--- src/design/omt_pkg.sv ---
// types, widths and constants of the one-shot millisecond timer
package omt_pkg;

  localparam int COUNT_BITS = 16;
  localparam int CLK_W      = 20;
  localparam int MS_W       = 32;
  localparam int ACT_W      = 2;
  localparam int NOW_W      = 26;
  // ticks * 1000 always fits, since 1000 < 1024
  localparam int PROD_W     = COUNT_BITS + 10;
  localparam int OPA_W      = (PROD_W > MS_W) ? PROD_W : MS_W;
  localparam int STEP_MAX   = (PROD_W > CLK_W) ? PROD_W : CLK_W;
  localparam int CNT_W      = $clog2(STEP_MAX + 1);
  localparam int S_TDATA_W  = ((MS_W + 7) / 8) * 8;
  localparam int M_TDATA_W  = ((NOW_W + 7) / 8) * 8;

  localparam logic [CLK_W-1:0]  CLK_RESET  = CLK_W'(32768);
  localparam logic [PROD_W-1:0] TICK_LIMIT =
    PROD_W'(((64'd1 << COUNT_BITS) - 64'd1) * 64'd1000);
  localparam logic [NOW_W-1:0]  NOW_MAX    = '1;

  typedef enum logic [ACT_W-1:0] {
    ACT_TICK  = 2'd0,
    ACT_START = 2'd1,
    ACT_STOP  = 2'd2,
    ACT_NONE  = 2'd3
  } action_t;

  typedef enum logic {
    OP_MUL = 1'b0,
    OP_DIV = 1'b1
  } unit_op_t;

  typedef struct packed {
    logic     start;
    unit_op_t op;
  } unit_req_t;

  typedef struct packed {
    logic done;
    logic ovf;
  } unit_rsp_t;

  typedef enum logic [2:0] {
    ST_IDLE,
    ST_MUL,
    ST_NSTART,
    ST_NDIV,
    ST_EMIT
  } state_t;

endpackage

--- src/design/omt_unit.sv ---
// shared bit-serial multiply / restoring divide unit
module omt_unit import omt_pkg::*; (
  input  logic              clk,
  input  logic              rst,
  input  unit_req_t         req,
  input  logic [OPA_W-1:0]  opa,
  input  logic [CLK_W-1:0]  opb,
  output unit_rsp_t         rsp,
  output logic [PROD_W-1:0] result
);

  localparam int SUM_W = ((PROD_W + 1 > OPA_W) ? PROD_W + 1 : OPA_W) + 1;

  logic              busy;
  logic              done;
  logic              ovf;
  unit_op_t          op_q;
  logic [CNT_W-1:0]  cnt;
  logic [OPA_W-1:0]  mcand;
  logic [CLK_W-1:0]  mplier;
  logic [PROD_W-1:0] acc;
  logic [CLK_W-1:0]  rem;

  logic [SUM_W-1:0]  mul_sum;
  logic [CLK_W:0]    rem_sh;
  logic [CLK_W:0]    diff;
  logic              ge;

  // multiply walks the multiplier from its msb: acc = 2*acc + bit*mcand
  assign mul_sum = SUM_W'({acc, 1'b0}) + (mplier[CLK_W-1] ? SUM_W'(mcand) : '0);
  assign rem_sh  = {rem, acc[PROD_W-1]};
  assign diff    = rem_sh - {1'b0, mplier};
  assign ge      = rem_sh >= {1'b0, mplier};

  always_ff @(posedge clk) begin
    if (rst) begin
      busy <= 1'b0;
      done <= 1'b0;
    end else begin
      done <= 1'b0;
      if (req.start) begin
        busy <= 1'b1;
        cnt  <= (req.op == OP_MUL) ? CNT_W'(CLK_W) : CNT_W'(PROD_W);
      end else if (busy) begin
        cnt <= cnt - CNT_W'(1);
        if (cnt == CNT_W'(1)) begin
          busy <= 1'b0;
          done <= 1'b1;
        end
      end
    end
  end

  always_ff @(posedge clk) begin
    if (req.start) begin
      op_q   <= req.op;
      mcand  <= opa;
      mplier <= opb;
      rem    <= '0;
      ovf    <= 1'b0;
      acc    <= (req.op == OP_MUL) ? '0 : opa[PROD_W-1:0];
    end else if (busy) begin
      unique case (op_q)
        OP_MUL: begin
          acc    <= mul_sum[PROD_W-1:0];
          ovf    <= ovf | (|mul_sum[SUM_W-1:PROD_W]);
          mplier <= mplier << 1;
        end
        OP_DIV: begin
          rem <= ge ? diff[CLK_W-1:0] : rem_sh[CLK_W-1:0];
          acc <= {acc[PROD_W-2:0], ge};
        end
        default: begin
          acc <= acc;
        end
      endcase
    end
  end

  assign rsp.done = done;
  assign rsp.ovf  = ovf;
  assign result   = acc;

endmodule

--- src/design/oneshot_ms_timer.sv ---
// one-shot timer with millisecond conversion, top level
//
//  group   dir  signals                     beat content
//  cfg     in   cfg_wr_en, cfg_wr_data      tick_hz
//  s_*     in   tvalid, tready, tdata/tuser action, timeout_value_ms
//  m_*     out  tvalid, tready, tdata/tuser status, now_ms, expired
//
// one item at a time; the serial unit sets the pace, from input beat to result beat loaded:
//   start past the zero checks: the multiply, then the now divide, then the result beat
//   tick, stop, other actions, zero timeout: the now divide, then the result; with tick_hz zero: the result
// the next input beat is taken once the result beat is loaded, unless an earlier result is still stalled
// rst clears the sequencer, the timer state and tick_hz to 32768; no clearing pass
module oneshot_ms_timer import omt_pkg::*; (
  input  logic                 clk,
  input  logic                 rst,
  input  logic                 cfg_wr_en,
  input  logic [CLK_W-1:0]     cfg_wr_data,  // tick_hz
  input  logic                 s_tvalid,
  output logic                 s_tready,
  input  logic [S_TDATA_W-1:0] s_tdata,      // timeout_value_ms
  input  logic [ACT_W-1:0]     s_tuser,      // action
  output logic                 m_tvalid,
  input  logic                 m_tready,
  output logic [M_TDATA_W-1:0] m_tdata,      // now_ms, zero padding
  output logic [1:0]           m_tuser       // status, expired
);

  state_t                state;
  state_t                state_next;
  logic [CLK_W-1:0]      tick_hz;
  logic [COUNT_BITS-1:0] running_count;
  logic [PROD_W-1:0]     target_scaled;
  logic [COUNT_BITS-1:0] done_ticks;
  logic                  armed;
  logic                  status_q;
  logic                  expired_q;
  logic [NOW_W-1:0]      now_q;

  unit_req_t             req;
  unit_rsp_t             rsp;
  logic [OPA_W-1:0]      opa;
  logic [CLK_W-1:0]      opb;
  logic [PROD_W-1:0]     result;

  logic                  accept;
  action_t               in_act;
  logic [MS_W-1:0]       in_ms;
  logic                  start_ok;
  logic                  mul_bad;
  logic                  out_free;
  logic [COUNT_BITS-1:0] run_inc;
  logic [PROD_W-1:0]     run_k;
  logic                  run_hit;
  logic [COUNT_BITS-1:0] sel_ticks;
  logic [PROD_W-1:0]     ticks_k;
  logic [NOW_W-1:0]      now_sat;

  assign accept   = s_tvalid & s_tready;
  assign in_act   = action_t'(s_tuser);
  assign in_ms    = s_tdata[MS_W-1:0];
  assign start_ok = (in_act == ACT_START) && (in_ms != '0) && (tick_hz != '0);
  assign mul_bad  = rsp.ovf || (result > TICK_LIMIT);
  assign out_free = !m_tvalid || m_tready;
  assign run_inc  = running_count + COUNT_BITS'(1);

  // target kept as hz * ms; the tick count is its ceiling over 1000, reached
  // at the first count whose 1000 multiple covers it
  assign run_k   = PROD_W'({run_inc, 10'b0}) - PROD_W'({run_inc, 4'b0})
                 - PROD_W'({run_inc, 3'b0});
  assign run_hit = run_k >= target_scaled;

  // elapsed ticks, or the live count while running with nothing latched
  assign sel_ticks = (done_ticks != '0) ? done_ticks : (armed ? running_count : '0);
  assign ticks_k   = PROD_W'({sel_ticks, 10'b0}) - PROD_W'({sel_ticks, 4'b0})
                   - PROD_W'({sel_ticks, 3'b0});
  assign now_sat   = (result > PROD_W'(NOW_MAX)) ? NOW_MAX : NOW_W'(result);

  omt_unit u_unit (
    .clk    (clk),
    .rst    (rst),
    .req    (req),
    .opa    (opa),
    .opb    (opb),
    .rsp    (rsp),
    .result (result)
  );

  always_comb begin
    state_next = state;
    unique case (state)
      ST_IDLE: begin
        if (accept) state_next = start_ok ? ST_MUL : ST_NSTART;
      end
      ST_MUL: begin
        if (rsp.done) state_next = ST_NSTART;
      end
      ST_NSTART: begin
        state_next = (tick_hz == '0) ? ST_EMIT : ST_NDIV;
      end
      ST_NDIV: begin
        if (rsp.done) state_next = ST_EMIT;
      end
      ST_EMIT: begin
        if (out_free) state_next = ST_IDLE;
      end
      default: state_next = ST_IDLE;
    endcase
  end

  always_comb begin
    s_tready  = 1'b0;
    req.start = 1'b0;
    req.op    = OP_MUL;
    opa       = '0;
    opb       = '0;
    unique case (state)
      ST_IDLE: begin
        s_tready = 1'b1;
        if (accept && start_ok) begin
          req.start = 1'b1;
          opa       = OPA_W'(in_ms);
          opb       = tick_hz;
        end
      end
      ST_NSTART: begin
        if (tick_hz != '0) begin
          req.start = 1'b1;
          req.op    = OP_DIV;
          opa       = OPA_W'(ticks_k);
          opb       = tick_hz;
        end
      end
      ST_MUL, ST_NDIV, ST_EMIT: begin
        s_tready = 1'b0;
      end
      default: begin
        s_tready = 1'b0;
      end
    endcase
  end

  always_ff @(posedge clk) begin
    if (rst) begin
      state         <= ST_IDLE;
      tick_hz       <= CLK_RESET;
      running_count <= '0;
      target_scaled <= '0;
      done_ticks    <= '0;
      armed         <= 1'b0;
      m_tvalid      <= 1'b0;
    end else begin
      state <= state_next;
      if (cfg_wr_en) tick_hz <= cfg_wr_data;

      if (state == ST_IDLE && accept && in_act == ACT_TICK && armed) begin
        running_count <= run_inc;
        if (run_hit) begin
          done_ticks <= run_inc;
          armed      <= 1'b0;
        end
      end else if (state == ST_IDLE && accept && in_act == ACT_STOP) begin
        armed <= 1'b0;
      end else if (state == ST_MUL && rsp.done && !mul_bad) begin
        target_scaled <= result;
        running_count <= '0;
        done_ticks    <= '0;
        armed         <= 1'b1;
      end

      if (state == ST_EMIT && out_free) begin
        m_tvalid <= 1'b1;
      end else if (m_tready) begin
        m_tvalid <= 1'b0;
      end
    end
  end

  // per-beat payload
  always_ff @(posedge clk) begin
    if (state == ST_IDLE && accept) begin
      status_q  <= (in_act == ACT_START) && !start_ok;
      expired_q <= (in_act == ACT_TICK) && armed && run_hit;
    end else if (state == ST_MUL && rsp.done && mul_bad) begin
      status_q <= 1'b1;
    end
    if (state == ST_NSTART && tick_hz == '0) begin
      now_q <= '0;
    end else if (state == ST_NDIV && rsp.done) begin
      now_q <= now_sat;
    end
    if (state == ST_EMIT && out_free) begin
      m_tdata <= M_TDATA_W'(now_q);
      m_tuser <= {expired_q, status_q};
    end
  end

endmodule

--- config.mk ---
export PLATFORM = sky130hd
export DESIGN_NAME = oneshot_ms_timer
export DESIGN_NICKNAME = d
export VERILOG_FILES = /design/src/design/omt_pkg.sv /design/src/design/omt_unit.sv /design/src/design/oneshot_ms_timer.sv
export SDC_FILE = /design/constraint.sdc
export NUM_CORES = 1
export LEC_CHECK = 0
export ABC_AREA = 1
export BUFFER_PORTS_ARGS = -buffer_cell sky130_fd_sc_hd__buf_2
export CORE_ASPECT_RATIO = 2
export CORE_MARGIN = 2
export CORE_UTILIZATION = 45
export CTS_CLUSTER_SIZE = 20
export DETAILED_ROUTE_END_ITERATION = 10
export GPL_TIMING_DRIVEN = 0
export SLEW_MARGIN = 20
export SYNTH_ARGS = -nofsm -noshare
export SYNTH_HDL_FRONTEND = slang
export SYNTH_SLANG_ARGS = --single-unit
--- constraint.sdc ---
create_clock -name clk -period 6.7 [get_ports clk]
set_input_delay 1.34 -clock clk [delete_from_list [all_inputs] [get_ports clk]]
set_output_delay 1.34 -clock clk [all_outputs]
set_load 0.01 [all_outputs]
==> results_dict.tcl, run 1 <==
set metrics [dict create \
    critPathLaunchType "flop" \
    final_util_pct 50.2 \
    cts_hold_buffers 0 \
    dp.cells 2962 \
    final_cell_area_um2 19000 \
    total_power_mw 6.84 \
    synthCells 2403 \
    tightestPinTransition_ns 1.10 \
    grt_max_degree 43 \
    clock_latency_ns 0.54 \
    cp_slowest_cell "dfxtp_1" \
    synth_top_area_cell "edfxtp_1" \
    fin_skew_ns 0.0134 \
    synth-edff-count 114 \
    crit_path_max_fanout 10 \
    cts_buffers 24 \
    intPower_mw 3.72 \
    routabilityCongestion 0.967 \
    p_sw_share_pct 45.6 \
    fmax_ghz 0.166 \
    synth-seq-cells 246 \
    power_frac_comb_pct 46.3 \
    dp_hpwl_mm 45.7 \
    clock-sinks 246 \
    pwr-share-clk_pct 18.8 \
    fin_setup_tns_ns 0 \
    clk_pin_slew_ns 0.07 \
    async_flop_share_pct 0 \
    clock_path_buffers 3 \
    num_vias 15844 \
    syn2layout_area_growth_pct 10.5 \
    grt_antenna_before_repair 0 \
    critPathMaxStageDelay_ns 0.54 \
    port_buffers 86 \
    core_um2 37800 \
    drt_iter0_drc 967 \
    worstHoldStart "now_q[15]$_SDFFE_PP0P_" \
    synth_top_area_share_pct 19.9 \
    dieArea_um2 39800 \
    r2r_cells 32 \
    fp.dieW_um 142 \
    r2r-end "done_ticks[9]$_SDFFE_PP0P_" \
    finalSetupViolCount 0 \
    worstPathArrival_ns 6.48 \
    netlist_area_um2 17200 \
    yosys_warnings 0 \
    diodes 0 \
    wire_per_inst_um 18.4 \
    setup.worst_path.class "flop to flop" \
    hp-class "flop to flop" \
    min_path_cells 0 \
    period_share_pct 89.8 \
    hold_path_end "m_tdata[15]$_DFFE_PP_" \
    post-cts-setup-buffer-count 0 \
    synth_most_common_cell "nand2_1" \
    synthTopCellsByArea "edfxtp_1 20%, dfxtp_1 15%, nand2_1 14%" \
    pwr-share-seq_pct 34.9 \
    outcome "complete, no violations" \
    synth_cell_types 48 \
    start_util_pct 45.4 \
    synth_common_cells "624 x nand2_1, 373 x inv_1, 216 x nor2_1" \
    rsz0062_at_grt "false" \
    p_per_area_nw_per_um2 361 \
    first_pass_iters 6 \
    ir_drop_mv 0.293 \
    cts_tree "yes" \
    vias_per_cell 5.27 \
    cts_max_level 1 \
    switchingPower_mw 3.12 \
    io_pins 95 \
    synth_ff_type "dfxtp_1" \
    crit_required_ns 7.17 \
    max-cap-violations 0 \
    r2r_start "running_count[0]$_SDFFE_PP0P_" \
    cts_root_buffer "clkbuf_16" \
    grt_pass1_vias 15828 \
    grt_pass1_wl_mm 84.3 \
    power_leakage_nw 9.39 \
    worst_path_most_repeated_cell "nand2_1" \
    drv_slew 0 \
    avgSynthCellArea_um2 7.14 \
    seq_area_frac_synth_pct 35.3 \
    drc 0 \
    track_usage_pct 27.7 \
    endpoint_kind "flop" \
    dpl_cell_area_um2 18200 \
    finalHoldViolCount 0 \
    die_h_um 280 \
    drt_wl_total_mm 55.4 \
    fin_crit_ns 6.02 \
    grt_overflow_total 0 \
    nets 2726 \
    ctsResizeCount 0 \
    drive_gt1_share_pct 7.67 \
    relSlewSlack_pct 26.6 \
    core.rowCount 101 \
    fin_cells 3006 \
    rrSetupSlack_ns 0.68 \
    ant_nets 0 \
]
-- per-layer routing --
layer,up-vias,part of all wire (%),track usage [%]
li1,8043,-,-
met1,7256,35,27.2
met2,408,54,54.4
met3,137,3.3,1.86
met4,0,7.7,18.0
met5,-,0,0
-- power groups by stage --
| stage | Combinational (mW) | Sequential (mW) | Clock (mW) |
|---|---|---|---|
| CTS | 3.16 | 2.38 | 1.31 |
| detailed placement | 3.14 | 2.41 | 0 |
| floorplan | 2.26 | 2.18 | 0 |
| global placement | 3.11 | 2.41 | 0 |
| global route | 3.54 | 2.40 | 1.37 |
| finish | 3.17 | 2.38 | 1.29 |
-- critical path: cells and delay by family, from the launching register on --
kind                     cells  cell delay, ns
AO/OA/AOI/OAI                8            1.71
AND/OR/NAND/NOR             14            1.66
buffers and inverters        5            0.59
flip-flops                   1            0.54
adder cells (fa/ha/maj)      4            1.20
XOR/XNOR                     1            0.21
-- sequential cells by signal (all words and copies together) (netlist names), 5 cells and up --
| signal | cells |
|---|---|
| u_unit.result | 26 |
| u_unit.rem | 20 |
| target_scaled | 26 |
| now_q | 26 |
| tick_hz | 20 |
| u_unit.mplier | 20 |
| running_count | 16 |
| u_unit.mcand | 32 |
| m_tdata | 26 |
| done_ticks | 16 |
| u_unit.cnt | 5 |
-- worst max path at each step --
| stage | startpoint | to | slack, ns | cells after the start |
|---|---|---|---|---|
| 2_1_floorplan | running_count[0]$_SDFFE_PP0P_ | done_ticks[0]$_SDFFE_PP0P_ | 1.94 | 28 |
| 3_3_place_gp | running_count[0]$_SDFFE_PP0P_ | done_ticks[8]$_SDFFE_PP0P_ | 0.72 | 31 |
| 3_5_place_dp | running_count[0]$_SDFFE_PP0P_ | done_ticks[8]$_SDFFE_PP0P_ | 0.74 | 31 |
| 4_1_cts | running_count[0]$_SDFFE_PP0P_ | done_ticks[8]$_SDFFE_PP0P_ | 0.70 | 31 |
| 5_1_grt | running_count[0]$_SDFFE_PP0P_ | done_ticks[8]$_SDFFE_PP0P_ | 0.16 | 31 |
| 6_report | running_count[0]$_SDFFE_PP0P_ | done_ticks[9]$_SDFFE_PP0P_ | 0.68 | 32 |
-- cell families after synthesis --
logic type	share of synthesized area, %
AO/OA/AOI/OAI	14.2
XOR/XNOR	3.46
adder cells (fa/ha/maj)	10.9
buffers and inverters	9.99
flip-flops	35.3
multiplexers	0.787
other	0.0218
AND/OR/NAND/NOR	25.3
-- cells in the final DEF, fill, tap and decap left out, types with 4 or more instances in the layout --
cell type	n
a211oi_1	4
a21o_1	13
a21oi_1	177
a31oi_1	13
and2_1	6
and3_1	4
buf_2	104
buf_4	6
clkbuf_1	47
clkbuf_16	24
clkinv_1	9
clkinv_2	4
conb_1	6
dfxtp_1	132
edfxtp_1	114
fa_1	12
ha_1	130
inv_1	373
inv_2	4
mux2_2	12
nand2_1	623
nand2_2	9
nand3_1	101
nand3b_1	7
nand4_1	18
nor2_1	216
nor2_2	4
nor3_1	26
nor4_1	15
o211ai_1	23
o21a_1	15
o21ai_0	146
o21ai_1	26
o21bai_1	8
o31ai_1	13
or2_2	6
xnor2_1	27
xor2_1	37
-- final cells by class --
cell class                      instances  area [um^2]
Sequential cell                       246         6070
Tap cell                              463          579
Buffer                                 65          284
Multi-Input combinational cell       1716         9410
Timing Repair Buffer                   91          462
Inverter                              381         1430
Fill cell                            3902        18800
Clock inverter                         13         80.1
Clock buffer                           31          647
-- metrics by stage --
| step | hold WS [ns] | setup WS [ns] |
|---|---|---|
| 2_1_floorplan | 0.400 | 1.94 |
| 3_3_place_gp | 0.408 | 0.715 |
| 3_5_place_dp | 0.411 | 0.742 |
| 4_1_cts | 0.431 | 0.704 |
| 5_1_grt | 0.444 | 0.162 |
| 6_report | 0.435 | 0.684 |
No activity file was read; power rests on OpenSTA's default activity.
==> inputs of run 2 (changes only) <==
- SYNTH_HIERARCHICAL: unset -> 1
==> run 2 against run 1 <==
Compared with the run above: global-route usage up 0.68 points; critical path depth down 20; highest routed layer is now met5; critical path type is now primary input to flop; count of clock-buffer cells in the layout up 2.
==> results_dict.tcl, run 2 <==
set metrics [dict create \
    synth_top_area_share_pct 19.2 \
    dp_hpwl_mm 48.6 \
    synth_top_area_cell "edfxtp_1" \
    synth_common_cells "572 x nand2_1, 383 x inv_1, 204 x o21ai_0" \
    io_pins 95 \
    avgSynthCellArea_um2 7.22 \
    routabilityCongestion 0.962 \
    synth-seq-cells 246 \
    vias_per_cell 5.27 \
    crit_end "u_unit/result[7]$_DFFE_PN_" \
    final_cell_area_um2 19700 \
    clock-sinks 246 \
    relSlewSlack_pct 32.1 \
    ir_drop_mv 0.243 \
    final_common_cell "nand2_1" \
    synth-edff-count 114 \
    post-cts-setup-buffer-count 0 \
    ant_nets 0 \
    outcome "complete, no violations" \
    grt_antenna_before_repair 2 \
    wire_per_inst_um 18.6 \
    largest_register_ff_count 32 \
    tightestPinTransition_ns 1.01 \
    crit_path_max_fanout 34 \
    largest-register "u_unit/mcand" \
    critPathLaunchType "primary input" \
    syn2layout_area_growth_pct 10.7 \
    top_layer "met5" \
    drt_wl_total_mm 58.3 \
    power_leakage_nw 9.43 \
    netlist_area_um2 17800 \
    rrSetupSlack_ns 0.80 \
    finalSetupViolCount 0 \
    drive_gt1_share_pct 9.97 \
    endpoint_kind "flop" \
    die_h_um 286 \
    period_share_pct 90.3 \
    r2r_cells 27 \
    drv_slew 0 \
    p_per_area_nw_per_um2 349 \
    async_flop_share_pct 0 \
    cts_buffers 23 \
    final_util_pct 50.2 \
    multiInputGateArea_um2 9910 \
    synth_cell_types 66 \
    ctsResizeCount 0 \
    critPathMaxStageDelay_ns 0.71 \
    fin_skew_ns 0.0240 \
    dpl_cell_area_um2 19000 \
    rsz0062_at_grt "false" \
    synthTopCellsByArea "edfxtp_1 19%, dfxtp_1 15%, nand2_1 12%" \
    track_usage_pct 28.4 \
    final_cell_mix "570 x nand2_1, 383 x inv_1, 203 x o21ai_0" \
    met2_wirelength_mm 30.4 \
    cts_max_level 1 \
    drt-met1-wl_mm 19.7 \
    worstHoldStart "now_q[16]$_SDFFE_PP0P_" \
    crit_start "s_tdata[16]" \
    worstPathArrival_ns 6.16 \
    synthCells 2469 \
    grt_pass1_wl_mm 89.0 \
    max-cap-violations 0 \
    clock_path_buffers 3 \
    fp.dieW_um 145 \
    port_buffers 88 \
    cts_hold_buffers 0 \
    synth_most_common_cell "nand2_1" \
    fmax_ghz 0.165 \
    r2r-end "done_ticks[5]$_SDFFE_PP0P_" \
    fin_crit_ns 6.05 \
    hp-class "flop to flop" \
    r2r_start "running_count[1]$_SDFFE_PP0P_" \
    yosys_warnings 6 \
    drc 0 \
    grt_overflow_total 0 \
    fin_setup_tns_ns 0 \
    worst_path_most_repeated_cell "clkbuf_1" \
    drt_iter0_drc 820 \
    first_pass_iters 6 \
    seq_area_um2 6070 \
    dieArea_um2 41300 \
    synth_ff_type "dfxtp_1" \
    crit_required_ns 6.81 \
    finalHoldViolCount 0 \
    grt_max_degree 35 \
    crit_chain "buf_2 > nor4_1 > nand4_1 > nor2_1 > nor2_1 > nand2_1 > clkbuf_1 > nand2_2 > clkbuf_1 > inv_1 > clkbuf_1 > nand2_2" \
    seq_area_frac_synth_pct 34.0 \
    cts_root_buffer "clkbuf_16" \
    cts_tree "yes" \
    num_vias 16508 \
    fill_cells 4037 \
    wl_met3_mm 1.95 \
    core_um2 39300 \
    nets 2794 \
    cp_slowest_cell "clkbuf_1" \
    clock_latency_ns 0.57 \
    setup.worst_path.class "primary input to flop" \
    grt_pass1_vias 16786 \
    core.rowCount 103 \
    clk_pin_slew_ns 0.06 \
    start_util_pct 45.4 \
]
run 2: changes by cell type after synthesis, moves of 14 or more:
cell	delta
nor2_1	-26
o21ai_1	-14
o211ai_1	-21
nand2_1	-52
nand3_1	+22
o21ai_0	+57
xor2_1	+17
a21oi_1	+22
run 2: power by group:
group          switching, mW  internal [mW]
registers              0.365           2.00
logic                   2.20           1.02
clock network          0.606          0.703
run 2: worst max-delay path: cells and delay by family:
| kind | cells | cell delay, ns |
|---|---|---|
| buffers and inverters | 5 | 2.26 |
| AND/OR/NAND/NOR | 7 | 2.54 |
run 2: final cells by class:
cell class                      count  share of cell area, %
Tap cell                          525                   3.33
Clock inverter                      9                  0.361
Timing Repair Buffer               93                   2.39
Clock buffer                       33                   3.37
Antenna cell                        1                 0.0127
Buffer                             76                   1.84
Inverter                          405                   7.75
Sequential cell                   246                   30.7
Multi-Input combinational cell   1747                   50.2
run 2: cells by family after synthesis:
kind of cell	after synthesis	share of synthesized area (%)
buf+inv	481	10.6
compound gates	496	15.3
xor+xnor	78	4.02
mux	17	1.07
simple gates	1007	24.5
other cells	1	0.0210
fa+ha+maj	143	10.5
flops	246	34.0
run 2: worst min path at each step:
stage / end / cells past startpoint
after floorplan: m_tuser[0]$_DFFE_PP_ / 0
after global placement: m_tdata[5]$_DFFE_PP_ / 0
after detailed placement: m_tdata[14]$_DFFE_PP_ / 0
after CTS: m_tdata[24]$_DFFE_PP_ / 0
after global routing: m_tdata[6]$_DFFE_PP_ / 0
final: m_tdata[16]$_DFFE_PP_ / 0
run 2: routing by layer:
metal | track usage [%] | vias up
met2 | 53.2 | 453
met1 | 26.7 | 7555
met5 | 0 | -
met3 | 2.24 | 203
met4 | 24.6 | 2
li1 | - | 8295
run 2: metrics by stage:
stage               cells  hold slack (ns)  total power [mW]  worst slack, ns
floorplan            2474            0.400              4.47             1.79
global placement     3087            0.410              5.55            -1.09
detailed placement   3092            0.412              5.57           0.0392
CTS                  3134            0.429              6.90            0.603
global route         3134            0.435              7.36            0.317
finish               3135            0.426              6.90            0.648
==> inputs of run 3 (changes only) <==
- BUFFER_PORTS_ARGS: -buffer_cell sky130_fd_sc_hd__buf_2 -> unset
- DONT_BUFFER_PORTS: unset -> 1
==> run 3 against run 2 <==
Compared with the run above: flip-flop and latch count did not move; combinational power fell by 1%; power rose by 1.7%; critical path depth rose by 14; largest cell class unchanged; critical path type is now flop to flop; utilization fell by 0.87 points.
==> results_dict.tcl, run 3 (synthesis gave the netlist of run 2 again) <==
set metrics [dict create \
    final_cell_area_um2 19400 \
    cts_tree "yes" \
    grt_max_degree 35 \
    track_usage_pct 28.2 \
    fp.dieW_um 145 \
    nets 2706 \
    cp_slowest_cell "dfxtp_1" \
    drt_iter0_drc 907 \
    clock_path_buffers 3 \
    ant_nets 0 \
    hold_path_end "m_tdata[24]$_DFFE_PP_" \
    grt_antenna_before_repair 2 \
    holdWs_ns 0.429 \
    r2r_start "running_count[1]$_SDFFE_PP0P_" \
    finalSetupViolCount 0 \
    fmax_ghz 0.165 \
    fin_setup_tns_ns 0 \
    power_leakage_nw 9.12 \
    num_vias 16221 \
    period_share_pct 90.5 \
    tightestPinTransition_ns 0.966 \
    drt_wl_total_mm 57.7 \
    die_h_um 286 \
    wire_per_inst_um 18.9 \
    drive_gt1_share_pct 7.02 \
    io_pins 95 \
    crit_path_max_fanout 10 \
    crit_required_ns 7.18 \
    max-cap-violations 0 \
    port_buffers 0 \
    clk_pin_slew_ns 0.07 \
    worst_path_most_repeated_cell "ha_1" \
    critPathLaunchType "flop" \
    routabilityCongestion 0.972 \
    endpoint_kind "flop" \
    setup.worst_path.class "flop to flop" \
    start_util_pct 45.4 \
    r2r_cells 26 \
    dp.cells 3004 \
    critPathMaxStageDelay_ns 0.58 \
    r2r-end "done_ticks[1]$_SDFFE_PP0P_" \
    min_path_cells 0 \
    grt_overflow_total 0 \
    dieArea_um2 41300 \
    dp_hpwl_mm 47.9 \
    post-cts-setup-buffer-count 0 \
    fin_skew_ns 0.0135 \
    total_power_mw 7.01 \
    ctsResizeCount 0 \
    p_per_area_nw_per_um2 362 \
    fin_crit_ns 6.07 \
    fin_cells 3047 \
    cts_hold_buffers 0 \
    cts_max_level 1 \
    dpl_cell_area_um2 18600 \
    grt_pass1_vias 16301 \
    largest-register "u_unit/mcand" \
    fill_cells 4009 \
    clock-sinks 246 \
    drv_slew 0 \
    final_common_cell "nand2_1" \
    final_cell_mix "570 x nand2_1, 383 x inv_1, 203 x o21ai_0" \
    cts_buffers 23 \
    syn2layout_area_growth_pct 8.74 \
    worstHoldStart "now_q[24]$_SDFFE_PP0P_" \
    clock_latency_ns 0.56 \
    drc 0 \
    outcome "complete, no violations" \
    grt_pass1_wl_mm 87.9 \
    core.rowCount 103 \
    worstPathArrival_ns 6.55 \
    first_pass_iters 7 \
    ir_drop_mv 0.448 \
    rsz0062_at_grt "false" \
    largest_register_ff_count 32 \
    rrSetupSlack_ns 0.63 \
    core_um2 39300 \
    vias_per_cell 5.32 \
    finalHoldViolCount 0 \
    hp-class "flop to flop" \
    relSlewSlack_pct 35.0 \
    cts_root_buffer "clkbuf_16" \
]
==> run 3: final cells by class <==
class	count	area [um^2]	area share, %
inverters	405	1530	7.88
diodes	1	2.50	0.0129
multi-input cells	1747	9910	51.1
plain buffers	76	364	1.88
clock inverters	17	251	1.30
clock buffers	25	583	3.01
well taps	525	657	3.39
flip-flops and latches	246	6070	31.3
repair buffers	5	31.3	0.161
==> run 3: how the worst max path moves through the flow <==
stage / cells after the start / slack, ns / from / end
4_1_cts: 26 / 0.51 / running_count[1]$_SDFFE_PP0P_ / done_ticks[1]$_SDFFE_PP0P_
5_1_grt: 26 / 0.12 / running_count[1]$_SDFFE_PP0P_ / done_ticks[1]$_SDFFE_PP0P_
6_report: 26 / 0.63 / running_count[1]$_SDFFE_PP0P_ / done_ticks[1]$_SDFFE_PP0P_
3_3_place_gp: 11 / -0.94 / s_tdata[28] / u_unit/mplier[10]$_DFFE_PP_
2_1_floorplan: 11 / 1.79 / s_tdata[24] / u_unit/mplier[0]$_SDFFCE_PN0P_
3_5_place_dp: 11 / 0.18 / s_tdata[28] / u_unit/result[1]$_DFFE_PN_
==> run 3: critical path, delay by kind of cell (launching register included) <==
kind,cells,cell delay (ns)
AOI/OAI and AO/OA,2,0.62
buffers and inverters,2,0.42
DFF,1,0.58
adders and majority gates,5,1.44
and+or+nand+nor,15,2.48
xor gates and xnor gates,2,0.42
==> run 3: stage by stage <==
stage	util (%)	setup WS [ns]
global placement	47.1	-0.944
finish	49.3	0.633
global route	49.3	0.123
CTS	49.3	0.507
detailed placement	47.2	0.184
floorplan	-	1.79
==> run 3: per-layer routing <==
layer / GRT usage (%) / wire length [um] / vias to the layer above
met1: 26.4 / 19000 / 7469
li1: - / - / 8134
met3: 4.00 / 2640 / 179
met4: 21.1 / 5250 / 0
met2: 53.2 / 30800 / 439
met5: 0 / 0 / -
==> run 3: power by group <==
group | switching (mW) | internal, mW | total, mW
combinational | 2.17 | 1.00 | 3.18
sequential | 0.360 | 2.00 | 2.36
clock | 0.635 | 0.840 | 1.47
total | 3.17 | 3.84 | 7.01
